--- src/rule_slot_timer_table_unit_assert.svh ---
// Assertion macros for the rule slot timer table.
// Used by the top level; the clock and reset names of that module are assumed.
`ifndef RULE_SLOT_TIMER_TABLE_UNIT_ASSERT_SVH
`define RULE_SLOT_TIMER_TABLE_UNIT_ASSERT_SVH
`ifndef ASSERT_OFF
// Same-cycle implication, disabled during reset.
`define RSTT_ASSERT_IMP(lbl, ante, cons, msg) \
    lbl: assert property (@(posedge i_clk) disable iff (!i_rst_n) (ante) |-> (cons)) \
        else $error(msg);
// Next-cycle implication, disabled during reset.
`define RSTT_ASSERT_NXT(lbl, ante, cons, msg) \
    lbl: assert property (@(posedge i_clk) disable iff (!i_rst_n) (ante) |=> (cons)) \
        else $error(msg);
`else
`define RSTT_ASSERT_IMP(lbl, ante, cons, msg)
`define RSTT_ASSERT_NXT(lbl, ante, cons, msg)
`endif
`endif

--- src/rstt_pkg.sv ---
// Shared types and constants of the rule slot timer table.
// No dependencies; used by every module of the block.
`default_nettype none
package rstt_pkg;

    localparam int NUM_SLOTS_DEF = 16;
    localparam int SLOT_FW       = 4;
    localparam int MASK_W        = 16;
    localparam int TIME_W        = 32;
    localparam int CHECK_W       = 16;

    localparam logic [CHECK_W-1:0] CHECK_RST = 16'd10;

    localparam logic [1:0] OP_TICK = 2'd0;
    localparam logic [1:0] OP_REG  = 2'd1;
    localparam logic [1:0] OP_DIS  = 2'd2;
    localparam logic [1:0] OP_MASK = 2'd3;

    localparam logic [1:0] KIND_FIRED   = 2'd0;
    localparam logic [1:0] KIND_STARTED = 2'd1;
    localparam logic [1:0] KIND_STOPPED = 2'd2;

    typedef struct packed {
        logic [TIME_W-1:0] start;
        logic [TIME_W-1:0] period;
    } t_timer;

    typedef struct packed {
        logic [SLOT_FW-1:0] slot;
        logic [1:0]         kind;
        logic [MASK_W-1:0]  mask;
    } t_event;

    typedef struct packed {
        logic   push;
        logic   flush;
        t_event ev;
    } t_evbuf_req;

    typedef struct packed {
        logic ready;
        logic hold_valid;
    } t_evbuf_sts;

endpackage
`default_nettype wire

--- src/rstt_mem.sv ---
// Timer memory: start time and period per slot, one write and one read port.
// Read data is registered. Depends on rstt_pkg.
`default_nettype none
module rstt_mem #(
    parameter int DEPTH  = rstt_pkg::NUM_SLOTS_DEF,
    parameter int ADDR_W = 4
) (
    input  wire                   i_clk,
    input  wire                   i_we,
    input  wire [ADDR_W-1:0]      i_waddr,
    input  wire rstt_pkg::t_timer i_wdata,
    input  wire                   i_re,
    input  wire [ADDR_W-1:0]      i_raddr,
    output rstt_pkg::t_timer      o_rdata
);

    rstt_pkg::t_timer r_mem [DEPTH];
    rstt_pkg::t_timer r_rdata;

    always_ff @(posedge i_clk) begin
        if (i_we) begin
            r_mem[i_waddr] <= i_wdata;
        end
        if (i_re) begin
            r_rdata <= r_mem[i_raddr];
        end
    end

    assign o_rdata = r_rdata;

endmodule
`default_nettype wire

--- src/rstt_evbuf.sv ---
// Event buffer: one hold stage plus the output register.
// An event waits in the hold stage until it is known whether it is the last one.
// Depends on rstt_pkg.
`default_nettype none
module rstt_evbuf (
    input  wire                       i_clk,
    input  wire                       i_rst_n,
    input  wire rstt_pkg::t_evbuf_req i_req,
    output rstt_pkg::t_evbuf_sts      o_sts,
    input  wire                       i_out_stall,
    output logic                      o_out_valid,
    output rstt_pkg::t_event          o_event,
    output logic                      o_last
);

    logic             r_hold_valid, n_hold_valid;
    rstt_pkg::t_event r_hold, n_hold;
    logic             r_out_valid, n_out_valid;
    rstt_pkg::t_event r_out, n_out;
    logic             r_out_last, n_out_last;
    logic             out_free;
    logic             ready;

    assign out_free = !r_out_valid || !i_out_stall;
    assign ready    = !r_hold_valid || out_free;

    always_comb begin
        n_hold_valid = r_hold_valid;
        n_hold       = r_hold;
        n_out_valid  = r_out_valid && i_out_stall;
        n_out        = r_out;
        n_out_last   = r_out_last;
        if (i_req.push && ready) begin
            // A new event proves that the held one is not the last.
            if (r_hold_valid) begin
                n_out_valid = 1'b1;
                n_out       = r_hold;
                n_out_last  = 1'b0;
            end
            n_hold_valid = 1'b1;
            n_hold       = i_req.ev;
        end else if (i_req.flush && r_hold_valid && out_free) begin
            n_out_valid  = 1'b1;
            n_out        = r_hold;
            n_out_last   = 1'b1;
            n_hold_valid = 1'b0;
        end
    end

    always_ff @(posedge i_clk) begin
        if (!i_rst_n) begin
            r_hold_valid <= 1'b0;
            r_out_valid  <= 1'b0;
        end else begin
            r_hold_valid <= n_hold_valid;
            r_out_valid  <= n_out_valid;
        end
    end

    always_ff @(posedge i_clk) begin
        r_hold     <= n_hold;
        r_out      <= n_out;
        r_out_last <= n_out_last;
    end

    assign o_sts.ready      = ready;
    assign o_sts.hold_valid = r_hold_valid;
    assign o_out_valid      = r_out_valid;
    assign o_event          = r_out;
    assign o_last           = r_out_last;

endmodule
`default_nettype wire

--- src/rule_slot_timer_table_unit.sv ---
// Top level of the rule slot timer table: control sequencer, slot flags, config register.
// Depends on rstt_pkg, rstt_mem, rstt_evbuf and rule_slot_timer_table_unit_assert.svh.
`default_nettype none
`include "rule_slot_timer_table_unit_assert.svh"

// The block keeps NUM_SLOTS rule slots. Each slot has an active flag and a
// millisecond timer, one-shot or recurring, whose start time and period sit in a
// small synchronous memory; the active, armed and recurring flags are flip-flops
// cleared by reset, so no clearing pass is needed after reset. Items arrive on a
// valid/stall channel and results leave on another; every event of one item carries
// the full set of slots active after that item, and the final event of the item has
// last set. Register-timer items, disables and too-early ticks need no walk of the
// table. A tick that passes the check-interval test walks the table one slot per
// cycle, unless the output stalls it, through the single read port of the timer
// memory; a set-mask item walks the slots in the same way. A stalled output holds
// the walk: the hold stage and the output register buffer two events, and the walk
// waits when a third is found. The check interval register may be written through
// its own valid/ready port at any time that the block is idle; it is always ready.
module rule_slot_timer_table_unit #(
    parameter int NUM_SLOTS = rstt_pkg::NUM_SLOTS_DEF
) (
    input  wire         i_clk,
    input  wire         i_rst_n,
    // Configuration write channel.
    input  wire         i_cfg_valid,
    output logic        o_cfg_ready,
    input  wire  [15:0] i_cfg_data,
    // Input channel.
    input  wire         i_in_valid,
    output logic        o_in_stall,
    input  wire  [1:0]  i_op,
    input  wire  [31:0] i_now_ms,
    input  wire  [3:0]  i_slot_index,
    input  wire  [31:0] i_interval_ms,
    input  wire         i_is_recurring,
    input  wire  [15:0] i_active_mask_in,
    // Output channel.
    output logic        o_out_valid,
    input  wire         i_out_stall,
    output logic [3:0]  o_event_slot,
    output logic [1:0]  o_event_kind,
    output logic [15:0] o_active_mask,
    output logic        o_last
);

    localparam int SLOT_W = (NUM_SLOTS > 1) ? $clog2(NUM_SLOTS) : 1;
    localparam logic [SLOT_W-1:0] LAST_IDX = SLOT_W'(NUM_SLOTS - 1);

    localparam logic [1:0] S_IDLE  = 2'd0;
    localparam logic [1:0] S_SCAN  = 2'd1;
    localparam logic [1:0] S_DRAIN = 2'd2;

    // Control state.
    logic [1:0]            r_state, n_state;
    logic [NUM_SLOTS-1:0]  r_active, n_active;
    logic [NUM_SLOTS-1:0]  r_armed, n_armed;
    logic [NUM_SLOTS-1:0]  r_rec, n_rec;
    logic [31:0]           r_last_scan, n_last_scan;
    logic [15:0]           r_check;

    // Per-item working registers.
    logic [SLOT_W-1:0]     r_idx, n_idx;
    logic [1:0]            r_op, n_op;
    logic [31:0]           r_now, n_now;
    logic [NUM_SLOTS-1:0]  r_req, n_req;
    logic [15:0]           r_mask, n_mask;

    // Timer memory ports.
    logic                  mem_we;
    logic [SLOT_W-1:0]     mem_waddr;
    rstt_pkg::t_timer      mem_wdata;
    logic                  mem_re;
    logic [SLOT_W-1:0]     mem_raddr;
    rstt_pkg::t_timer      mem_rdata;

    // Event buffer interface.
    rstt_pkg::t_evbuf_req  ev_req;
    rstt_pkg::t_evbuf_sts  evb_sts;
    rstt_pkg::t_event      out_ev;

    logic                  in_acc;
    logic                  in_range;
    logic [SLOT_W-1:0]     in_slot;
    logic [31:0]           elapsed;
    logic [31:0]           overshoot;
    logic [31:0]           adv_start;
    logic                  due;
    logic                  behind;
    logic                  fire;
    logic                  start_ev;
    logic                  stop_ev;
    logic                  has_ev;
    logic                  step;

    assign o_in_stall  = (r_state != S_IDLE);
    assign o_cfg_ready = 1'b1;
    assign in_acc      = i_in_valid && !o_in_stall;
    assign in_range    = (32'(i_slot_index) < NUM_SLOTS);
    assign in_slot     = i_slot_index[SLOT_W-1:0];

    // Expiry test for the slot under the walk; its memory word sits in the read register.
    // A recurring timer advances by one period, and if it is still a whole period
    // behind it snaps to the scan time instead.
    assign elapsed   = r_now - mem_rdata.start;
    assign overshoot = elapsed - mem_rdata.period;
    assign adv_start = mem_rdata.start + mem_rdata.period;
    assign due       = (elapsed >= mem_rdata.period);
    assign behind    = (overshoot >= mem_rdata.period);
    assign fire      = (r_op == rstt_pkg::OP_TICK) && r_armed[r_idx] && r_active[r_idx] && due;

    // Set-mask walk: a slot changes when the requested bit differs from its flag.
    assign start_ev = r_req[r_idx] && !r_active[r_idx];
    assign stop_ev  = !r_req[r_idx] && r_active[r_idx];
    assign has_ev   = (r_op == rstt_pkg::OP_TICK) ? fire : (start_ev || stop_ev);

    // The walk moves on unless it found an event that the buffer cannot take.
    assign step = (r_state == S_SCAN) && (!has_ev || evb_sts.ready);

    always_comb begin
        n_state     = r_state;
        n_active    = r_active;
        n_armed     = r_armed;
        n_rec       = r_rec;
        n_last_scan = r_last_scan;
        n_idx       = r_idx;
        n_op        = r_op;
        n_now       = r_now;
        n_req       = r_req;
        n_mask      = r_mask;

        mem_we           = 1'b0;
        mem_waddr        = r_idx;
        mem_wdata.start  = behind ? r_now : adv_start;
        mem_wdata.period = mem_rdata.period;
        mem_re           = 1'b0;
        mem_raddr        = r_idx + 1'b1;

        ev_req.push    = 1'b0;
        ev_req.flush   = 1'b0;
        ev_req.ev.slot = 4'(r_idx);
        ev_req.ev.kind = rstt_pkg::KIND_FIRED;
        ev_req.ev.mask = r_mask;

        case (r_state)
            S_IDLE: begin
                if (in_acc) begin
                    case (i_op)
                        rstt_pkg::OP_TICK: begin
                            if ((i_now_ms - r_last_scan) >= 32'(r_check)) begin
                                n_last_scan = i_now_ms;
                                n_now       = i_now_ms;
                                n_op        = i_op;
                                n_idx       = '0;
                                n_mask      = 16'(r_active);
                                mem_re      = 1'b1;
                                mem_raddr   = '0;
                                n_state     = S_SCAN;
                            end
                        end
                        rstt_pkg::OP_REG: begin
                            if (in_range) begin
                                mem_we           = 1'b1;
                                mem_waddr        = in_slot;
                                mem_wdata.start  = i_now_ms;
                                mem_wdata.period = i_interval_ms;
                                n_armed[in_slot] = (i_interval_ms != 32'd0);
                                n_rec[in_slot]   = i_is_recurring;
                            end
                        end
                        rstt_pkg::OP_DIS: begin
                            if (in_range && r_active[in_slot]) begin
                                n_active[in_slot] = 1'b0;
                                n_armed[in_slot]  = 1'b0;
                                // The hold stage is always empty when idle.
                                ev_req.push       = 1'b1;
                                ev_req.ev.slot    = i_slot_index;
                                ev_req.ev.kind    = rstt_pkg::KIND_STOPPED;
                                ev_req.ev.mask    = 16'(n_active);
                                n_state           = S_DRAIN;
                            end
                        end
                        rstt_pkg::OP_MASK: begin
                            n_req   = i_active_mask_in[NUM_SLOTS-1:0];
                            n_mask  = 16'(i_active_mask_in[NUM_SLOTS-1:0]);
                            n_op    = i_op;
                            n_idx   = '0;
                            n_state = S_SCAN;
                        end
                        default: begin
                        end
                    endcase
                end
            end
            S_SCAN: begin
                if (step) begin
                    if (has_ev) begin
                        ev_req.push = 1'b1;
                        if (r_op == rstt_pkg::OP_TICK) begin
                            ev_req.ev.kind = rstt_pkg::KIND_FIRED;
                            if (r_rec[r_idx]) begin
                                mem_we = 1'b1;
                            end else begin
                                n_armed[r_idx] = 1'b0;
                            end
                        end else if (start_ev) begin
                            ev_req.ev.kind  = rstt_pkg::KIND_STARTED;
                            n_active[r_idx] = 1'b1;
                        end else begin
                            ev_req.ev.kind  = rstt_pkg::KIND_STOPPED;
                            n_active[r_idx] = 1'b0;
                            n_armed[r_idx]  = 1'b0;
                        end
                    end
                    if (r_idx == LAST_IDX) begin
                        n_state = S_DRAIN;
                    end else begin
                        n_idx  = r_idx + 1'b1;
                        mem_re = (r_op == rstt_pkg::OP_TICK);
                    end
                end
            end
            S_DRAIN: begin
                // Release the held event, now known to be the last of the item.
                if (evb_sts.hold_valid) begin
                    if (evb_sts.ready) begin
                        ev_req.flush = 1'b1;
                        n_state      = S_IDLE;
                    end
                end else begin
                    n_state = S_IDLE;
                end
            end
            default: begin
                n_state = S_IDLE;
            end
        endcase
    end

    always_ff @(posedge i_clk) begin
        if (!i_rst_n) begin
            r_state     <= S_IDLE;
            r_active    <= '0;
            r_armed     <= '0;
            r_rec       <= '0;
            r_last_scan <= '0;
            r_check     <= rstt_pkg::CHECK_RST;
        end else begin
            r_state     <= n_state;
            r_active    <= n_active;
            r_armed     <= n_armed;
            r_rec       <= n_rec;
            r_last_scan <= n_last_scan;
            if (i_cfg_valid) begin
                r_check <= i_cfg_data;
            end
        end
    end

    always_ff @(posedge i_clk) begin
        r_idx  <= n_idx;
        r_op   <= n_op;
        r_now  <= n_now;
        r_req  <= n_req;
        r_mask <= n_mask;
    end

    rstt_mem #(
        .DEPTH  (NUM_SLOTS),
        .ADDR_W (SLOT_W)
    ) u_mem (
        .i_clk   (i_clk),
        .i_we    (mem_we),
        .i_waddr (mem_waddr),
        .i_wdata (mem_wdata),
        .i_re    (mem_re),
        .i_raddr (mem_raddr),
        .o_rdata (mem_rdata)
    );

    rstt_evbuf u_evbuf (
        .i_clk       (i_clk),
        .i_rst_n     (i_rst_n),
        .i_req       (ev_req),
        .o_sts       (evb_sts),
        .i_out_stall (i_out_stall),
        .o_out_valid (o_out_valid),
        .o_event     (out_ev),
        .o_last      (o_last)
    );

    assign o_event_slot  = out_ev.slot;
    assign o_event_kind  = out_ev.kind;
    assign o_active_mask = out_ev.mask;

    // A write-back during the walk never meets the read of the same entry.
    `RSTT_ASSERT_IMP(a_mem_hazard, mem_we && mem_re, mem_waddr != mem_raddr, "timer memory hazard")
    // The reported mask stays fixed while an item is in progress.
    `RSTT_ASSERT_NXT(a_mask_hold, r_state != S_IDLE, $stable(r_mask), "mask changed mid item")
    // A tick only disarms or advances timers; it never starts or stops a slot.
    `RSTT_ASSERT_NXT(a_tick_flags, (r_state == S_SCAN) && (r_op == rstt_pkg::OP_TICK),
        $stable(r_active), "tick changed active flags")
    // The walk does not end before the last slot.
    `RSTT_ASSERT_NXT(a_scan_end, (r_state == S_SCAN) && (r_idx != LAST_IDX),
        r_state == S_SCAN, "walk ended early")
    // Every event of an item has left the hold stage before the next item.
    `RSTT_ASSERT_IMP(a_idle_empty, r_state == S_IDLE, !evb_sts.hold_valid, "event left behind")

endmodule
`default_nettype wire

--- config.mk ---
export PLATFORM = sky130hd
export DESIGN_NAME = rule_slot_timer_table_unit
export DESIGN_NICKNAME = d
export VERILOG_FILES = /design/src/rstt_pkg.sv /design/src/rstt_mem.sv /design/src/rstt_evbuf.sv /design/src/rule_slot_timer_table_unit.sv
export VERILOG_INCLUDE_DIRS = /design/src /design/src/src
export SDC_FILE = /design/constraint.sdc
export NUM_CORES = 2
export LEC_CHECK = 0
export ABC_CLOCK_PERIOD_IN_PS = 13500
export BUFFER_PORTS_ARGS = -buffer_cell sky130_fd_sc_hd__buf_4
export CORE_MARGIN = 8
export CORE_UTILIZATION = 35
export DETAILED_ROUTE_END_ITERATION = 12
export PLACE_DENSITY = 0.49
export SYNTH_ARGS = -nofsm -noshare
export SYNTH_HDL_FRONTEND = slang
export SYNTH_HIERARCHICAL = 1
export SYNTH_SLANG_ARGS = --single-unit
--- constraint.sdc ---
create_clock -name i_clk -period 13.5 [get_ports i_clk]
set_input_delay 2.025 -clock i_clk [delete_from_list [all_inputs] [get_ports i_clk]]
set_output_delay 2.025 -clock i_clk [all_outputs]
set_load 0.005 [all_outputs]
==> metrics.md <==
| Metric | Value |
|---|---|
| Status | complete, but fails checks |
| Failing checks | capacitance limit |
| Combinational Power Share | 22.1% |
| LEAKAGE | 22.7 nW |
| Fin Clk Skew | 0.0325 ns |
| Post-layout min period | 8.90 ns |
| Die Span Y | 425 um |
| Most common cell in the netlist | edfxtp_1 |
| Top_reg_cell synth | edfxtp_1 |
| Layout cells sized above 1 | 19.5% |
| CP Class | reg -> reg |
| Top Ports | 134 |
| H-tree Lvls | 4 |
| CP max-delay cell | a21oi_1 |
| Final setup vio count | 0 |
| Setup bufs post-CTS | 0 |
| Rows | 150 |
| Fin nets | 4,316 |
| Largest net degree at the start of global routing | 93 |
| Filler instances | 15,000 |
| CP max FO | 38 |
| Routed vias | 34,200 |
| Ys Warns | 6 |
| Worst hold path type | reg -> reg |
| FMAX | 112 MHz |
| Total gr overflow | 0 |
| Top area cells in the synthesized netlist | edfxtp_1 (62%), mux4_2 (11%), ha_1 (3.9%), dfxtp_1 (3.4%), nand2_1 (2.3%) |
| Average wire per standard cell | 26.6 um |
| Antenna violations before repair | 10 |
| Area Overhead vs Synth | 14.9% |
| Mapped Nets | 4,096 |
| Later-pin clock latency in the skew report | 0.79 ns |
| Critical path's largest stage delay | 0.93 ns |
| Initial Util | 35.1% |
| Pwr dens | 169 nW/um^2 |
| Clock sink count | 1,303 |
| Max_cap viols | 1 |
| Synth area leader | edfxtp_1 |
| Detail Placement HPWL | 103,000 um |
| Synthesized cell area | 58,500 sq um |
| Core Region | 166,000 sq um |
| Clk network pwr share | 33.9% |
| Post_cts resized | 0 |
| Max-slew violations | 0 |
| GRT Total Usage | 18.5% |
| Sequential area share after synthesis | 65.2% |
| Post-synthesis area per instance | 15.4 sq um |
| Post-synth EDFFs | 1,203 |
| Internal power | 8.06 mW |
| Setup_tns | 0 ns |
| Reg power frac | 44.0% |
| Synth cell types | 80 |
| IO buf count | 132 |
| Worst VDD drop | 0.125 mV |
| Post-Syn Instances | 3,802 |
| Clock buffer count from CTS | 141 |
| Routed Wire Length | 169,000 um |
| CTS tree | built |
| Clock buffer depth | 3 |
| Post-synth top cells | edfxtp_1 (1,203), nand2_1 (359), mux4_2 (281) |
| Design Power | 11.3 mW |
| Die area | 180,000 sq um |
| Crit start category | flop |
| Vias per inst | 5.39 |
| DR pass1 iterations | 5 |
| Root Driver | clkbuf_16 |
| Synth top area share | 61.8% |
| Flops & latches, synth | 1,303 |
| Routability cong. | 0.843 |
| RSZ-0062 raised after global routing | false |
| Slew @ Worst Pin | 1.48 ns |
| Sw frac | 29.0% |
| Required time of the critical path | 13.91 ns |
| Hold_buf cts | 0 |
| Vias in the first global route | 34,700 |
| CTS clk-pin slew, worst paths | 0.06 ns |
| Worst path arrival time | 9.30 ns |
| First-pass GRT wire length | 246,000 um |
| 1st-iter DRT viols | 2,965 |
| Ys async rst share | 0% |
| DIE WIDTH | 425 um |
| DRC Markers | 0 |
| Hold Vio Cnt, Final | 0 |
| Worst slew margin | 1.25% |
| DRT antenna net count | 0 |
| P_sw | 3.28 mW |
| Worst Setup End Kind | flop |
| Crit share post-route | 65.9% |
==> metrics by stage <==
| step | hold slack [ns] | std cells | setup WS (ns) | util (%) | area (sq um) |
|---|---|---|---|---|---|
| final | 0.411 | 6347 | 4.60 | 40.3 | 67100 |
| after global routing | 0.416 | 6343 | 3.92 | 40.3 | 67100 |
| after CTS | 0.409 | 6343 | 4.72 | 40.3 | 67100 |
| after detailed placement | 0.406 | 6083 | 4.14 | 37.6 | 62500 |
| after global placement | 0.402 | 6083 | 4.22 | 37.6 | 62500 |
| after floorplan | 0.400 | 3802 | 3.64 | - | 58500 |
==> worst paths after layout <==
kind              slack (ns)                         from  depth (start not counted)                            end
setup / recovery        4.60  u_mem/o_rdata[33]$_DFFE_PP_                         33  u_mem/r_mem[12][58]$_DFFE_PP_
hold / removal          0.41  u_evbuf/r_hold[3]$_DFFE_PP_                          0   u_evbuf/o_event[3]$_DFFE_PP_
setup reg to reg        4.60  u_mem/o_rdata[33]$_DFFE_PP_                         33  u_mem/r_mem[12][58]$_DFFE_PP_
hold reg to reg         0.41  u_evbuf/r_hold[3]$_DFFE_PP_                          0   u_evbuf/o_event[3]$_DFFE_PP_
==> cell usage in the layout, fill, tap and decap left out, types with 33 or more instances in the layout <==
cell / instances
clkbuf_1: 35
a21boi_0: 33
clkbuf_16: 141
a21o_1: 58
a21oi_1: 132
inv_1: 154
edfxtp_1: 1203
dfxtp_1: 100
ha_1: 182
o21ai_0: 206
mux4_2: 281
buf_4: 246
nand2_1: 359
nor2b_1: 41
xnor2_1: 72
a22oi_1: 129
mux2i_1: 76
nor2_1: 113
==> power by group through the flow <==
stage	Combinational (mW)	Clock, mW	Sequential, mW
floorplan	1.65	0	5.06
global placement	2.51	0	5.08
detailed placement	2.51	0	5.08
CTS	2.52	3.94	5.00
global route	2.76	4.09	5.00
finish	2.50	3.84	5.00
==> registers in the layout, indices dropped and copies added, names as in the netlist, 16 cells and up, named ones only <==
name,flops
u_mem/r_mem,1024
u_mem/o_rdata,64
r_last_scan,32
r_now,32
u_evbuf/o_event,22
u_evbuf/r_hold,22
r_armed,16
r_check,16
r_mask,16
r_rec,16
r_req,16
==> kinds of logic after synthesis <==
family,share of synthesized area (%)
AND/OR/NAND/NOR,5.90
XOR/XNOR,1.56
other,0.00642
adder cells (fa/ha/maj),4.03
flip-flops,65.2
multiplexers,12.6
AO/OA/AOI/OAI,8.30
buffers and inverters,2.42
==> area by class of cell <==
type	instances	area [sq um]	share of cell area, %
Sequential cell	1303	38100	56.8
Multi-Input combinational cell	2170	19100	28.5
Clock buffer	180	3710	5.53
Tap cell	2204	2760	4.11
Timing Repair Buffer	252	1970	2.93
Clock inverter	80	880	1.31
Inverter	154	578	0.861
Antenna cell	4	10.0	0.0149
==> per-layer routing <==
layer | track usage, % | routed length, um
met1 | 24.6 | 72600
met2 | 31.7 | 83900
met3 | 2.75 | 8130
met4 | 4.81 | 4010
met5 | 0 | 0
==> worst max-delay path, delay by kind of cell (launching register included) <==
kind	cells	cell delay (ns)
compound gates	19	5.07
simple gates	7	1.05
buf+inv	2	0.74
flops	1	0.46
xor+xnor	2	0.32
fa+ha+maj	3	0.83
(Power assumes the default switching activity.)
